==> src/rtl/core/rrps_pkg.sv <==
`default_nettype none

package rrps_pkg;

  localparam int MAX_TASKS = 64;
  localparam int IDX_W     = $clog2(MAX_TASKS);
  localparam int CNT_W     = IDX_W + 1;
  localparam int DATA_W    = 16;
  localparam int CLK_W     = 24;

  localparam logic [CNT_W-1:0]  TASK_LIMIT  = CNT_W'(MAX_TASKS);
  localparam logic [IDX_W-1:0]  LAST_IDX    = IDX_W'(MAX_TASKS - 1);
  localparam logic [CLK_W-1:0]  CLOCK_MAX   = {CLK_W{1'b1}};
  localparam logic [DATA_W-1:0] QUANTUM_RST = DATA_W'(4);

  localparam logic KIND_LOAD  = 1'b0;
  localparam logic KIND_SLICE = 1'b1;

  typedef enum logic [3:0] {
    S_IDLE,
    S_LOAD,
    S_ADM1_GO,
    S_ADM1,
    S_MIN_GO,
    S_MIN,
    S_ADM2_GO,
    S_ADM2,
    S_HEAD,
    S_FETCH,
    S_EXEC,
    S_ADM3_GO,
    S_ADM3,
    S_PUSH,
    S_OUT
  } state_e;

  typedef struct packed {
    logic cap_in;
    logic res_clr;
    logic do_load;
    logic scan_start;
    logic scan_min;
    logic clk_jump;
    logic do_exec;
    logic do_push;
    logic out_load;
  } cmd_t;

  typedef struct packed {
    logic scan_busy;
    logic ring_empty;
    logic min_found;
  } sts_t;

endpackage

`default_nettype wire

==> src/rtl/core/rrps_ctrl.sv <==
`default_nettype none

module rrps_ctrl
  import rrps_pkg::*;
(
  input  wire  clk_i,
  input  wire  rst_ni,
  input  wire  in_valid_i,
  input  wire  in_kind_i,
  output logic in_stall_o,
  output logic out_valid_o,
  input  wire  out_stall_i,
  output cmd_t cmd_o,
  input  sts_t sts_i
);

  state_e state_q, state_d;
  logic   out_valid_q, out_valid_d;
  logic   out_free;

  assign out_free = !out_valid_q || !out_stall_i;

  always_comb begin
    state_d = state_q;
    unique case (state_q)
      S_IDLE: begin
        if (in_valid_i) begin
          state_d = (in_kind_i == KIND_LOAD) ? S_LOAD : S_ADM1_GO;
        end
      end
      S_LOAD:    state_d = S_OUT;
      S_ADM1_GO: state_d = S_ADM1;
      S_ADM1: begin
        if (!sts_i.scan_busy) begin
          state_d = sts_i.ring_empty ? S_MIN_GO : S_HEAD;
        end
      end
      S_MIN_GO:  state_d = S_MIN;
      S_MIN: begin
        if (!sts_i.scan_busy) begin
          state_d = sts_i.min_found ? S_ADM2_GO : S_OUT;
        end
      end
      S_ADM2_GO: state_d = S_ADM2;
      S_ADM2: begin
        if (!sts_i.scan_busy) begin
          state_d = sts_i.ring_empty ? S_OUT : S_HEAD;
        end
      end
      S_HEAD:    state_d = S_FETCH;
      S_FETCH:   state_d = S_EXEC;
      S_EXEC:    state_d = S_ADM3_GO;
      S_ADM3_GO: state_d = S_ADM3;
      S_ADM3: begin
        if (!sts_i.scan_busy) begin
          state_d = S_PUSH;
        end
      end
      S_PUSH:    state_d = S_OUT;
      S_OUT: begin
        if (out_free) begin
          state_d = S_IDLE;
        end
      end
      default:   state_d = S_IDLE;
    endcase
  end

  always_comb begin
    cmd_o      = '0;
    in_stall_o = 1'b1;
    unique case (state_q)
      S_IDLE: begin
        in_stall_o     = 1'b0;
        cmd_o.cap_in   = in_valid_i;
        cmd_o.res_clr  = in_valid_i;
      end
      S_LOAD:    cmd_o.do_load = 1'b1;
      S_ADM1_GO: cmd_o.scan_start = 1'b1;
      S_MIN_GO: begin
        cmd_o.scan_start = 1'b1;
        cmd_o.scan_min   = 1'b1;
      end
      S_ADM2_GO: begin
        cmd_o.scan_start = 1'b1;
        cmd_o.clk_jump   = 1'b1;
      end
      S_EXEC:    cmd_o.do_exec = 1'b1;
      S_ADM3_GO: cmd_o.scan_start = 1'b1;
      S_PUSH:    cmd_o.do_push = 1'b1;
      S_OUT:     cmd_o.out_load = out_free;
      default:   cmd_o = '0;
    endcase
  end

  always_comb begin
    out_valid_d = out_valid_q;
    if (cmd_o.out_load) begin
      out_valid_d = 1'b1;
    end else if (out_valid_q && !out_stall_i) begin
      out_valid_d = 1'b0;
    end
  end

  always_ff @(posedge clk_i or negedge rst_ni) begin
    if (!rst_ni) begin
      state_q     <= S_IDLE;
      out_valid_q <= 1'b0;
    end else begin
      state_q     <= state_d;
      out_valid_q <= out_valid_d;
    end
  end

  assign out_valid_o = out_valid_q;

endmodule

`default_nettype wire

==> config.mk <==
export PLATFORM = sky130hd
export DESIGN_NAME = rrps_ctrl
export DESIGN_NICKNAME = d
export VERILOG_FILES = /design/src/rtl/core/rrps_pkg.sv /design/src/rtl/core/rrps_ctrl.sv
export SDC_FILE = /design/constraint.sdc
export NUM_CORES = 1
export LEC_CHECK = 0
export CELL_PAD_IN_SITES_DETAIL_PLACEMENT = 1
export CELL_PAD_IN_SITES_GLOBAL_PLACEMENT = 2
export CORE_UTILIZATION = 31
export CTS_CLUSTER_DIAMETER = 60
export CTS_CLUSTER_SIZE = 16
export DETAILED_ROUTE_END_ITERATION = 8
export DONT_BUFFER_PORTS = 1
export GPL_TIMING_DRIVEN = 1
export PLACE_DENSITY = 0.74
export SYNTH_ARGS = -nofsm -noshare
export SYNTH_HDL_FRONTEND = slang
export SYNTH_SLANG_ARGS = --single-unit
==> constraint.sdc <==
create_clock -name clk_i -period 2.22 [get_ports clk_i]
set_input_delay 0.333 -clock clk_i [delete_from_list [all_inputs] [get_ports clk_i]]
set_output_delay 0.333 -clock clk_i [all_outputs]
set_load 0.03 [all_outputs]
==> tab_implementation.tex <==
\begin{tabular}{lr}
\hline
Metric & Value \\
\hline
\multicolumn{2}{l}{\textbf{Synthesis}} \\
\quad Number of synthesis warnings & 0 \\
\quad Share of flip-flops with an asynchronous set or reset after synthesis & 100\% \\
\quad Top cell type by total area after synthesis & sky130\_fd\_sc\_hd\_\_dfrtp\_1 \\
\quad Total standard cell area after synthesis & about 450 um2 \\
\quad Flops \& latches, synth & 5 \\
\quad Post-synth top flop & sky130\_fd\_sc\_hd\_\_dfrtp\_1 \\
\quad Sequential area share after synthesis & around 28\% \\
\quad Most area-consuming cells after synthesis & sky130\_fd\_sc\_hd\_\_dfrtp\_1 (28\%), sky130\_fd\_sc\_hd\_\_mux2\_1 (10\%), sky130\_fd\_sc\_hd\_\_nand2b\_1 (8.3\%), sky130\_fd\_sc\_hd\_\_a21oi\_1 (5.5\%), sky130\_fd\_sc\_hd\_\_nor2\_1 (5.0\%) \\
\quad Cell count after synthesis & 54 \\
\quad Post-synthesis area per instance & 8.36 um2 \\
\quad Number of synthesized flops with an enable pin & 0 \\
\quad Number of unique standard cell types used by synthesis & 24 \\
\quad Number of nets produced by synthesis & 62 \\
\quad Share of the synthesized area in the top cell type & 27.7\% \\
\multicolumn{2}{l}{\textbf{Worst setup path}} \\
\quad Slowest cell on the critical path & sky130\_fd\_sc\_hd\_\_or4\_4 \\
\quad End of the worst register-to-register path & state\_q[1]\$\_DFFE\_PN0P\_ \\
\quad Type of element launching the critical path & flip-flop \\
\quad Kind of capture point of the worst setup path & output pin \\
\quad Delay contributed by the slowest stage of the critical path & roughly 0.63 ns \\
\quad Setup slack, reg-to-reg & about 0.34 ns \\
\quad Arrival time reported for the critical path endpoint & between 1.5 and 2 ns \\
\quad Setup crit start & state\_q[2]\$\_DFFE\_PN0P\_ \\
\quad Req. time, crit path & 1.89 ns \\
\quad Depth of the most critical reg-to-reg path & 4 \\
\quad Critical-path maximum fanout & 14 \\
\quad Cells along the critical path & or4\_4, nor2\_1, buf\_4 \\
\quad Setup Crit Path Kind & reg2out \\
\quad R2r startpoint & state\_q[2]\$\_DFFE\_PN0P\_ \\
\multicolumn{2}{l}{\textbf{Cells and area}} \\
\quad Most frequent cells in the layout & sky130\_fd\_sc\_hd\_\_buf\_4 (8), sky130\_fd\_sc\_hd\_\_nand2b\_1 (6), sky130\_fd\_sc\_hd\_\_nor2\_1 (6) \\
\quad Leading cell type in the layout, fill and taps excluded & sky130\_fd\_sc\_hd\_\_buf\_4 \\
\quad Count of antenna diodes in the layout & 0 \\
\quad Area growth, synth to finish & 15.2\% \\
\quad Fraction of the core area covered by cells at the end of the flow & around two fifths \\
\quad Number of inserted filler cells in the final layout & 167 \\
\quad Share of cells above drive strength 1 & approximately a quarter \\
\quad Nets & 69 \\
\multicolumn{2}{l}{\textbf{Global routing}} \\
\quad Antenna violations before repair & 0 \\
\quad Layer with the highest usage & met2 \\
\quad Number of global-route vias before repair & between 300 and 400 \\
\quad Met1 demand-to-capacity share in global routing & between 20\% and 30\% \\
\quad Grt met3 use & $\sim$8.3\% \\
\quad GRT Util Overall & between 10\% and 20\% \\
\quad Total global routing overflow & 0 \\
\quad First-pass GRT wire length & around 1.8 mm \\
\quad M2 GR Usage & 29.0\% \\
\quad Pin count of the biggest net entering global routing & 17 \\
\multicolumn{2}{l}{\textbf{STA}} \\
\quad Worst hold margin & roughly 0.27 ns \\
\quad Slew @ Worst Pin & approximately 0.55 ns \\
\quad Max transition margin & a little under two thirds \\
\quad Unrepaired setup endpoints after global routing & no \\
\quad Clock period minus worst slack & 2.08 ns \\
\quad Fraction of the cycle the final worst path needs & $\sim$94\% \\
\quad Maximum clock frequency & 481 MHz \\
\quad Final max-slew violation count & 0 \\
\quad Clock Skews & just under 0.006 ns \\
\quad Number of setup violations in the final report & 0 \\
\quad Final-report hold violation count & 0 \\
\quad Total Negative Setup Slacks & 0 ns \\
\multicolumn{2}{l}{\textbf{Floorplanning}} \\
\quad Number of primary I/O pins & 19 \\
\quad Standard cell core area & 1330 um2 \\
\quad Vertical die dimension & roughly 40 um \\
\quad Effective utilization at floorplan & 33.9\% \\
\quad Die area & $\sim$1600 um2 \\
\quad Cell row count & 13 \\
\quad Floorplan die width & roughly 40 um \\
\multicolumn{2}{l}{\textbf{Routing}} \\
\quad Final WL & between 1 and 1.5 mm \\
\quad Post-detailed-route DRC marker count & 0 \\
\quad Total via count in the routed design & between 400 and 500 \\
\quad Via count normalized by instance count & 5.84 \\
\quad Iteration-0 DRC Markers & 6 \\
\quad Detailed-router iteration count before antenna repair & 4 \\
\quad Average wire length per cell after detail routing & between 15 and 20 um \\
\quad Final ANT Viol Nets & 0 \\
\multicolumn{2}{l}{\textbf{CTS}} \\
\quad CTS tree & built \\
\quad Cts hold-fix bufs & 1 \\
\quad CTS HTree Levels & 1 \\
\quad Post-cts gate resize count & 0 \\
\quad Clock tree buffer depth & 2 \\
\quad Buffer cell driving the clock tree root & sky130\_fd\_sc\_hd\_\_clkbuf\_4 \\
\quad Clk Latency, worst-skew pair & about 0.25 ns \\
\quad Clk sink count & 5 \\
\quad Number of setup buffers added after CTS & 0 \\
\quad Clock buffers created by TritonCTS & 3 \\
\quad Clock transition time at the flip-flop clock pins of the worst setup and hold paths & $\sim$0.050 ns \\
\multicolumn{2}{l}{\textbf{Worst hold path}} \\
\quad Hold Startpoint & out\_stall\_i \\
\quad Path type of the worst min-delay path & in2reg \\
\quad Worst Hold Endpoint & out\_valid\_o\$\_DFFE\_PN0P\_ \\
\quad Worst Hold Path Cells & 2 \\
\multicolumn{2}{l}{\textbf{Place}} \\
\quad Number of buffers added on ports & 0 \\
\quad Placer's final routability congestion estimate & about 0.77 \\
\quad Placed wire-length estimate after detailed placement & between 800 and 900 um \\
\multicolumn{2}{l}{\textbf{Pwr}} \\
\quad Standby leakage power & $\sim$0.21 nW \\
\quad Total power & 946 uW \\
\quad PwrDens & 1820 nW/um2 \\
\quad IR Drop Worst-Case VDD & slightly below 600 uV \\
\multicolumn{2}{l}{\textbf{Run status}} \\
\quad Outcome & finished clean \\
\multicolumn{2}{l}{\textbf{Run}} \\
\quad Reported max-cap violation count & 0 \\
\hline
\end{tabular}
[cell type report]
cell class                 count  area [um2]  area share (%)
clock buffer                   4        26.3            5.05
inverter                       1        3.75           0.721
multi-input combinational     41         277            53.1
sequential                     5         125            24.0
tap                           15        18.8            3.61
timing repair buffer           9        70.1            13.5
[registers in the layout, summed over array words and instances (netlist names)]
name	cells
out_valid_o	1
state_q	4
[metal layers]
metal / wire length [um] / share of wire, %
met5: 0 / 0
met4: 0 / 0
met3: 104 / 8.9
met2: 594 / 51
met1: 467 / 40
[power by group]
part           switching [mW]  total [mW]  internal [mW]
combinational           0.351       0.599          0.248
clock                  0.0400       0.108         0.0681
sequential             0.0991       0.239          0.140
[worst max-delay path by stage]
stage | slack (ns) | end
floorplan | 0.08 | cmd_o[8]
global placement | 0.36 | state_q[2]$_DFFE_PN0P_
detailed placement | 0.33 | state_q[3]$_DFFE_PN0P_
CTS | 0.13 | cmd_o[7]
global route | 0.04 | cmd_o[7]
finish | 0.14 | cmd_o[7]
[critical path: cells and delay by family (launching register included)]
family                 cells  cell delay (ns)
buffers and inverters      1             0.22
DFF                        1             0.52
and+or+nand+nor            2             0.75
[Yosys cell counts (2+ instances only)]
cell type,instances
sky130_fd_sc_hd__nand2b_1,6
sky130_fd_sc_hd__nand3b_1,2
sky130_fd_sc_hd__mux2_1,4
sky130_fd_sc_hd__nor2_1,6
sky130_fd_sc_hd__clkbuf_1,3
sky130_fd_sc_hd__dfrtp_1,5
sky130_fd_sc_hd__buf_4,2
sky130_fd_sc_hd__nor3_1,2
sky130_fd_sc_hd__nand2_1,4
sky130_fd_sc_hd__o32ai_1,2
sky130_fd_sc_hd__a21oi_1,5
[cell families after synthesis]
group / after synthesis / share of synthesized area [%]
simple gates: 23 / 28.5
compound gates: 14 / 22.7
buf+inv: 8 / 11.1
flops: 5 / 27.7
mux: 4 / 9.97
[metrics by stage]
stage / cell area [um2] / setup slack, ns / instances
2_1_floorplan: 452 / 0.0841 / 54
3_3_place_gp: 484 / 0.363 / 70
3_5_place_dp: 484 / 0.331 / 70
4_1_cts: 520 / 0.126 / 75
5_1_grt: 520 / 0.0360 / 75
6_report: 520 / 0.142 / 75
Note: power is estimated with default switching activity, not from simulation.
